[config.mk]
export PLATFORM = sky130hd
export DESIGN_NAME = mmsm_line_ram
export DESIGN_NICKNAME = d
export VERILOG_FILES = /design/src/hdl/mmsm_line_ram.sv
export SDC_FILE = /design/constraint.sdc
export NUM_CORES = 2
export LEC_CHECK = 0
export BUFFER_PORTS_ARGS = -buffer_cell sky130_fd_sc_hd__buf_2
export CORE_UTILIZATION = 50
export CTS_BUF_LIST = sky130_fd_sc_hd__clkbuf_16
export CTS_CLUSTER_SIZE = 12
export DETAILED_ROUTE_END_ITERATION = 8
export PLACE_DENSITY = 0.72
export SYNTH_ARGS = -nofsm -noshare
export SYNTH_HDL_FRONTEND = slang
export SYNTH_SLANG_ARGS = --single-unit
[constraint.sdc]
create_clock -name clk -period 3.4 [get_ports clk]
set_input_delay 0.68 -clock clk [delete_from_list [all_inputs] [get_ports clk]]
set_output_delay 0.68 -clock clk [all_outputs]
set_load 0.005 [all_outputs]
[src/hdl/mmsm_line_ram.sv]
`timescale 1ns / 1ps

module mmsm_line_ram #(
  parameter int DEPTH  = 256,
  parameter int AW     = 8,
  parameter int DATA_W = 16
) (
  input  logic              clk,
  input  logic              rd_en,
  input  logic [AW-1:0]     rd_addr,
  output logic [DATA_W-1:0] rd_data,
  input  logic              wr_en,
  input  logic [AW-1:0]     wr_addr,
  input  logic [DATA_W-1:0] wr_data
);

  logic [DATA_W-1:0] mem [DEPTH];
  logic [DATA_W-1:0] rd_data_r;

  always_ff @(posedge clk) begin
    if (wr_en) begin
      mem[wr_addr] <= wr_data;
    end
  end

  // hold read data until the next read
  always_ff @(posedge clk) begin
    if (rd_en) begin
      rd_data_r <= mem[rd_addr];
    end
  end

  assign rd_data = rd_data_r;

endmodule

==> impl_results.md <==
* Port buffer count at 50
* DR iter-0 viols at 11300
* Max Clk Rate at 307 MHz
* Ys async rst share at 0%
* Hold Startpoint: wr_data[6]
* Routed len/inst at 32.6 um
* CTS buffer count at between 400 and 500
* Clock sinks at 4112
* Dpl hpwl at 256000 um
* Post-CTS setup buffers at 0
* Hold Slack at ~0.21 ns
* WS Path Type: input pin to register
* Via Count at 81200
* Detailed-route vias per instance at 6.44
* Endpoint arrival time on the critical path at 3.97 ns
* CTS tree: built
* Layout cells sized above 1 at a little over a quarter
* Total congestion overflow at 0
* Crit start category: input pin
* Synth cell types at 51
* Row count at 206
* Gr usage total at 25.6%
* Pwr Density at 559 nW/um^2
* Reg-to-reg startpoint: mem[27][13]
* Leak at around 59 nW
* Ys flop type: edfxtp_1
* Largest net degree at the start of global routing at 120
* Max Slew Vio Count at 0
* CP Data Required Time at 4.11 ns
* Multi-input gate area at between 30000 and 40000 um^2
* Syn Inst Count at 7360
* Slew Limit Headroom at 12.7%
* I/O Pins at between 50 and 60
* Final period utilization at 95.8%
* GP Congestion at 0.917
* RSZ-0062 raised after global routing: false
* Area Overhead vs Synth at 14.2%
* Final setup violating endpoints at 0
* Detail Route Antenna Nets at 0
* Drt total wl at between 400000 and 500000 um
* Clock root buffer: clkbuf_16
* Cell taking the most area after synthesis: edfxtp_1
* H-tree levels at 5
* Endpoints failing hold at 0
* Syn_area_per_cell at 21.6 um^2
* CTS resizes at 0
* Pre-antenna DRT Iters at 8
* Wire length of the first global-routing pass at 584000 um
* Clock Skew at around 0.055 ns
* Die height at between 500 and 600 um
* Clock latency on the worst-skew pair at 0.95 ns
* Seq cells post-synth at slightly above 4000
* Post-Syn Nets at 7395
* Drt drc at 0
* Hold WC Path Type: input pin to register
* VDD IR max at 0.508 mV
* Flip-flop and latch area at 123000 um^2
* Top cells by area, synth: edfxtp_1 (78%), mux4_2 (11%), mux2i_1 (3.6%), o221ai_1 (1.4%), nor2_1 (0.72%)
* Die Width at 566 um
* Hold-fix buffers at CTS at 0
* Final Core Density at a little under three fifths
* Post-Syn Area at 159000 um^2
* EDFF count, synth at 4112
* Final min period at around 3.3 ns
* Yosys top cell area share at 77.7%
* Total die area at 320000 um^2
* MaxCap Viol Count at 0
* Starting Density at 50.4%
* Clock transition at path regs at about 0.060 ns
* Yosys warning count at 0
* Critical path startpoint: rd_addr[0]
* Crit-path max FO at 27
* Deepest clock path buffer count at 4
* Layout Nets at 8275
* Core box area at ~320000 um^2
* Vias in the first global route at 80300
* Worst slew pin tran at 1.30 ns
* Status: finished clean
* Fill cell count at 22200
* Setup crit end kind: register
* Initial antenna violation count at 31
* Sequential fraction of the synthesis area at between 70 and 80%
* Setup slack, reg-to-reg at 0.35 ns
==> cell type report <==
| cell class | instances | share of cell area, % |
|---|---|---|
| inverter | 4 | 0.0152 |
| timing repair buffer | 923 | 4.66 |
| antenna | 14 | 0.0193 |
| tap | 4160 | 2.87 |
| clock buffer | 413 | 5.70 |
| clock inverter | 186 | 0.592 |
| sequential | 4112 | 68.0 |
| multi-input combinational | 2792 | 18.1 |
==> Yosys cell counts (20+ instances only) <==
cell type and n:
buf_6 77, clkbuf_1 230, o22ai_1 148, buf_4 26, o221ai_1 252, nand4_1 26, o32ai_1 20, mux2i_1 565
a221oi_1 28, nor2_1 304, nor3_1 92, a22oi_1 43, mux4_2 797, o21ai_0 37, buf_1 27, a21oi_1 175
nand2_1 38, nand3_1 35, buf_2 76, edfxtp_1 4112, a22o_1 32, mux2_2 88
==> routing by layer <==
layer | GRT usage (%) | part of all wire (%) | vias to the layer above
li1 | - | - | 33000
met1 | 35.4 | 37 | 42500
met2 | 40.2 | 47 | 4976
met3 | 5.27 | 11 | 733
met4 | 10.0 | 4.4 | 12
met5 | 0 | 0.015 | -
==> kinds of logic (layout without fill, tap and decap cells) <==
kind of cell / after synthesis / in the layout / synth area share [%]
AO/OA/AOI/OAI: 786 / 786 / 3.53
multiplexers: 1450 / 1450 / 15.5
flip-flops: 4112 / 4112 / 77.7
AND/OR/NAND/NOR: 556 / 556 / 1.57
buffers and inverters: 456 / 1526 / 1.69
other: 0 / 14 / 0
==> stage by stage <==
stage / cells / area [um^2] / setup TNS, ns / power, mW / setup slack (ns)
global route: 12600 / 181000 / 0 / 104 / 0.0730
detailed placement: 12000 / 170000 / -7.19 / 62.7 / -0.837
floorplan: 7360 / 159000 / 0 / 59.8 / 0.471
finish: 12600 / 181000 / 0 / 101 / 0.143
CTS: 12600 / 181000 / 0 / 102 / 0.112
global placement: 12000 / 170000 / -6.85 / 62.5 / -0.803
==> critical path: stages <==
cell     delay [ns]
buf_12         0.19
buf_12         0.23
buf_12         0.27
buf_4          0.27
buf_6          0.29
buf_4          0.23
mux2i_1        0.09
o22ai_1        0.35
mux2i_1        0.17
a21oi_1        0.44
nand4_1        0.33
nor4_1         0.35
==> layout by cell type, fill, tap and decap left out, types with 5 or more instances in the layout <==
master,count
edfxtp_1,4112
mux4_2,797
buf_4,755
mux2i_1,565
clkbuf_16,413
nor2_1,280
o221ai_1,252
a21oi_1,175
o22ai_1,148
buf_12,117
inv_1,92
nor3_1,90
mux2_2,88
clkinv_1,55
a22oi_1,43
nand2_1,38
o21ai_0,37
a22o_1,32
buf_2,30
a221oi_1,28
nand3_1,28
nand4_1,26
nor2_2,24
o32ai_1,18
a211oi_1,18
nor4_1,17
buf_8,17
o31ai_1,16
clkinv_2,16
diode_2,14
and3_1,11
nor2b_1,9
nand3_2,7
a2111oi_0,6
a31oi_1,6
clkinv_8,6
inv_6,5
clkinv_16,5
==> report_power, final <==
group	total (mW)	switching, mW	internal [mW]	leakage, nW
clock network	39.8	18.0	21.8	5.91
logic	5.66	3.53	2.13	15.8
registers	56.0	0.0845	55.9	37.0
total	101	21.6	79.9	58.7
==> state kept, by name (all words and copies together), names as in the netlist <==
signal	flops
rd_data	16
mem	4096
==> final timing paths <==
| path | cells past startpoint | to |
|---|---|---|
| max reg2reg | 5 | rd_data[13] |
| min reg2reg | 6 | rd_data[7] |
| max | 12 | rd_data[14] |
| min | 1 | mem[158][6] |
Power figures use the tool's default switching activity.
