File: config.mk
export PLATFORM = sky130hd
export DESIGN_NAME = mmsm_mean
export DESIGN_NICKNAME = d
export VERILOG_FILES = /design/src/hdl/mmsm_pkg.sv /design/src/hdl/mmsm_mean.sv
export SDC_FILE = /design/constraint.sdc
export NUM_CORES = 1
export LEC_CHECK = 0
export BUFFER_PORTS_ARGS = -buffer_cell sky130_fd_sc_hd__clkbuf_2
export CORE_UTILIZATION = 40
export CTS_CLUSTER_SIZE = 12
export DETAILED_ROUTE_END_ITERATION = 10
export PLACE_DENSITY = 0.58
export SLEW_MARGIN = 20
export SYNTH_ARGS = -nofsm -noshare
export SYNTH_HDL_FRONTEND = slang
export SYNTH_SLANG_ARGS = --single-unit
File: constraint.sdc
create_clock -name clk -period 5.2 [get_ports clk]
set_clock_uncertainty 0.05 [all_clocks]
set_input_delay 0.52 -clock clk [delete_from_list [all_inputs] [get_ports clk]]
set_output_delay 0.52 -clock clk [all_outputs]
set_load 0.01 [all_outputs]
File: src/hdl/mmsm_pkg.sv
`timescale 1ns / 1ps

package mmsm_pkg;

  localparam int PIX_W        = 8;
  localparam int WIDTH_REG_W  = 9;
  localparam int HEIGHT_REG_W = 11;
  localparam int WIN_CELLS    = 9;
  localparam int WIN_CENTRE   = 4;
  localparam int SUM_W        = 12;   // nine cells of 255 at most
  localparam int CNT_W        = 4;    // zero to nine non-empty cells
  localparam int RECIP_W      = 16;
  localparam int RECIP_SHIFT  = 15;

  // beat function codes
  localparam logic FUNC_PIXEL = 1'b0;
  localparam logic FUNC_FLUSH = 1'b1;

  // register select codes (address bit 2)
  localparam logic REG_WIDTH  = 1'b0;
  localparam logic REG_HEIGHT = 1'b1;

  typedef logic [PIX_W-1:0] pix_t;

  // control that travels with one window into the mean stage
  typedef struct packed {
    logic pass;
    pix_t centre;
  } mean_ctl_t;

  // ceil(2^15 / d): exact floor division for every sum below 2304
  function automatic logic [RECIP_W-1:0] recip(input logic [CNT_W-1:0] d);
    logic [RECIP_W-1:0] r;
    case (d)
      4'd1:    r = 16'd32768;
      4'd2:    r = 16'd16384;
      4'd3:    r = 16'd10923;
      4'd4:    r = 16'd8192;
      4'd5:    r = 16'd6554;
      4'd6:    r = 16'd5462;
      4'd7:    r = 16'd4682;
      4'd8:    r = 16'd4096;
      4'd9:    r = 16'd3641;
      default: r = 16'd0;
    endcase
    return r;
  endfunction

endpackage

File: src/hdl/mmsm_mean.sv
`timescale 1ns / 1ps

module mmsm_mean (
  input  logic                 clk,
  input  logic                 load,
  input  mmsm_pkg::pix_t       cells [mmsm_pkg::WIN_CELLS],
  input  mmsm_pkg::mean_ctl_t  ctl,
  output mmsm_pkg::pix_t       result
);

  localparam int PROD_W = mmsm_pkg::SUM_W + mmsm_pkg::RECIP_W;

  logic [mmsm_pkg::SUM_W-1:0] sum_c;
  logic [mmsm_pkg::SUM_W-1:0] sum_r;
  logic [mmsm_pkg::CNT_W-1:0] cnt_c;
  logic [mmsm_pkg::CNT_W-1:0] cnt_r;
  mmsm_pkg::mean_ctl_t        ctl_r;
  logic [PROD_W-1:0]          prod;

  // empty cells add zero, so only the count needs the mask
  always_comb begin
    sum_c = '0;
    cnt_c = '0;
    for (int i = 0; i < mmsm_pkg::WIN_CELLS; i++) begin
      sum_c = sum_c + mmsm_pkg::SUM_W'(cells[i]);
      cnt_c = cnt_c + mmsm_pkg::CNT_W'(cells[i] != '0);
    end
  end

  always_ff @(posedge clk) begin
    if (load) begin
      sum_r <= sum_c;
      cnt_r <= cnt_c;
      ctl_r <= ctl;
    end
  end

  assign prod = PROD_W'(sum_r) * PROD_W'(mmsm_pkg::recip(cnt_r));

  assign result = ctl_r.pass ? ctl_r.centre
                             : prod[mmsm_pkg::RECIP_SHIFT +: mmsm_pkg::PIX_W];

endmodule

==> impl_summary.log <==
INFO  metric first_global_vias = 6,791
INFO  metric routedWlPerCell = 14.04 um
INFO  metric finalWorstSetupSlack = -0.6609 ns
INFO  metric grt_first_pass_wirelength = 32.35 mm
INFO  metric routed.top_layer = met4
INFO  metric layout_worst_path_cycle_share = 112.7%
INFO  metric worst_pin_slew = between 0.5 and 0.6 ns
INFO  metric timing.critical_path.from_type = flip-flop
INFO  metric drv_cap = 0
INFO  metric total_vias_in_the_final_route = 6,142
INFO  metric worst_hold_path.num_cells = 1
INFO  metric final_antenna_net_count = 0
INFO  metric clk_pin_slew = 0.06 ns
INFO  metric die_height = 147.3 um
INFO  metric cts_hold_repair.buffers = 0
INFO  metric intPower = 2878 uW
INFO  metric most-common-layout-cells = inv_1, fa_1, nand2_1, clkbuf_2, buf_4
INFO  metric routed_wl = 18.54 mm
INFO  metric report.final.setup_viol = 8
INFO  metric swShare = 48.11%
INFO  metric drtPass1Iterations = 5
INFO  metric half_perimeter_wire_length_of_the_detailed_placement_result = 16.40 mm
INFO  metric synth-warning-count = 0
INFO  metric fp.dieW = 147.3 um
INFO  metric wirelength_met1 = 8.403 mm
INFO  metric power.ir.vdd_worst = 406.5 uV
INFO  metric postSynthRegisterBits = 40
INFO  metric synth_sequential_area_ratio = between 10% and 20%
INFO  metric mappedNetlistArea = 8443 um^2
INFO  metric filler_cell_count = 1,956
INFO  metric p_seq_share = 9.9%
INFO  metric htree_num_levels = 2
INFO  metric power_leakage = 0.005182 uW
INFO  metric gp_routability_congestion = 0.9455
INFO  metric drcViolationCount = 0
INFO  metric cts-root-buf = clkbuf_16
INFO  metric report.final.slew_viol_count = 0
INFO  metric crit_path_time_final = 5.861 ns
INFO  metric fin_nets = 1,383
INFO  metric io_pins = 91
INFO  metric final_layout_worst_hold_slack = 0.3550 ns
INFO  metric synth_async_sr_flop_share = 0%
INFO  metric worstSetupStartpoint = sum_r[3]
INFO  metric post_route_cells_drive_above_1_share = a little under a quarter
INFO  metric post_synthesis_cell_type_with_the_largest_combined_area = fa_1
INFO  metric grt_max_degree = 33
INFO  metric report.final.hold_viol_count = 0
INFO  metric timing.critical_path.arrival = 5.29 ns
INFO  metric netSwitchingPower = about 2700 uW
INFO  metric timing.reg2reg.worst_path_depth = 6
INFO  metric violations = negative setup slack
INFO  metric post_synth_inst_count = about 890
INFO  metric comb_power_share = 83.6%
INFO  metric grt_overflow_total = 0
INFO  metric floorplan.initialDensity = between 40% and 50%
INFO  metric synthToLayoutAreaGrowth = 21.37%
INFO  metric grt_antenna_before_repair = 0
INFO  metric cts.sink_count = 40
INFO  metric numCtsBuffers = 5
INFO  metric final_core_util = roughly half
INFO  metric mostFrequentLayoutCell = inv_1
INFO  metric critical_path.reg2reg.startpoint = cnt_r[1]
INFO  metric std_cell_core_area = 20,490 um^2
INFO  metric grt_setup_unrepaired = yes
INFO  metric slew_hr = 60.58%
INFO  metric fmax = 0.1706 GHz
INFO  metric cts_tree = built
INFO  metric post-synth-top-area-fraction = a little under half
INFO  metric synth_fp_nets = around 1.2k
INFO  metric cp.required = 4.63 ns
INFO  metric first_iter_violations = 262
INFO  metric wl_met3 = 359 um
INFO  metric synth_cell_type_count = 44
INFO  metric critical_path_type = flip-flop to output pin
INFO  metric synth_area_leaders = fa_1, inv_1, ha_1, edfxtp_1, nand2_1
INFO  metric via_per_inst = 4.653
INFO  metric n_antenna_cell = 0
INFO  metric pwr_density_cell = 541.2 nW/um^2
INFO  metric syn_avg_cell_area = 9.444 um^2
INFO  metric timing.critical_path.to_type = output pin
INFO  metric io_buffer_count = 90
INFO  metric status = complete, but fails checks
INFO  metric fp.dieArea = 21,690 um^2
INFO  metric placement_rows = 52
INFO  metric pwr-share-clk = 6.5%
INFO  metric worst_skew_pair.late_latency = 0.28 ns
INFO  metric met2WireLength = 9.566 mm
INFO  metric synth-edff-count = 25
INFO  metric grt_util_all_layers = 18.79%
INFO  metric cts_buffer_depth = 2
INFO  metric hold_class = input port to flip-flop
INFO  metric min_from = ctl[6]
INFO  metric timing.critical_path.fanout_max = 8
INFO  metric yosys_most_used_dff = edfxtp_1
[final timing paths]
check / to / slack [ns]
setup / recovery: result[6] / -0.66
hold / removal: ctl_r[6] / 0.35
setup reg to reg: flip-flop / 3.51
hold reg to reg: flip-flop / 0.60
[power by group through the flow]
stage	Combinational, uW	Clock (uW)	Sequential, uW
2_1_floorplan	2990	0	531
3_5_place_dp	4180	0	570
5_1_grt	5330	381	554
4_1_cts	4480	372	554
3_3_place_gp	4140	0	566
6_report	4640	360	547
[routing by layer]
layer,track usage (%),vias to the layer above
met5,0,-
met4,3.247,0
met3,1.398,16
met2,33.58,71
met1,25.20,3092
li1,-,2963
[cells in the mapped netlist, drive strengths merged (2+ instances only)]
cell and instances:
and2 53, o31ai 3, inv 237, edfxtp 25, o21bai 3, nand2 146, nand3 2, dfxtp 15
nor2 14, or4 10, clkbuf 27, nand2b 2, o21ai 16, xor2 6, a21boi 2, nor2b 3
ha 61, nor4 9, nand4 2, mux2 2, mux2i 3, xnor2 17, fa 190, a21oi 19
a21o 8, nor3 5
[cells by family after synthesis]
logic type      Yosys count  synth area share [%]
fa+ha+maj               251                 54.09
flops                    40                 12.45
mux                       5                0.6224
buf+inv                 265                 11.80
compound gates           59                 4.594
xor+xnor                 23                 2.386
simple gates            251                 14.06
[critical path: stages, from the launching register on]
cell and delay, ns:
edfxtp_1 0.44, buf_6 0.18, nand2_4 0.06, fa_1 0.54, inv_1 0.05, fa_1 0.49
inv_2 0.04, fa_1 0.53, inv_1 0.05, fa_1 0.47, inv_1 0.05, fa_1 0.49
inv_2 0.05, ha_4 0.23, nand4_1 0.19, nor3_2 0.06, nand3_1 0.13, o31ai_4 0.13
o41ai_4 0.33, xnor2_1 0.10, mux2_4 0.26, clkbuf_2 0.12
[cell type report]
class                   count  area, um^2  share of cell area (%)
clock inverters             3       45.04                  0.4396
inverters                 237       889.6                   8.681
clock buffers               5       125.1                   1.221
flip-flops and latches     40        1062                   10.37
well taps                 270       337.8                   3.297
repair buffers            176        1161                   11.33
multi-input cells         589        6626                   64.66
[what timing repair did]
item,CTS,global route
setup buffers,5,8
gates resized for setup,26,36
pin swaps,20,14
gates cloned,0,0
endpoints found under the setup margin,8,8
[stage by stage]
stage	power (uW)	setup TNS, ns	std cells	instance area (um^2)	setup slack (ns)
after global routing	6270	-6.082	1320	10250	-0.8853
after detailed placement	4747	-2.745	1299	9777	-0.4751
final	5546	-4.399	1320	10250	-0.6609
after global placement	4703	-2.656	1299	9777	-0.4621
after floorplan	3523	0	894	8573	0.002994
after CTS	5408	-4.353	1312	10090	-0.6673
Note: power is estimated with default switching activity, not from simulation.
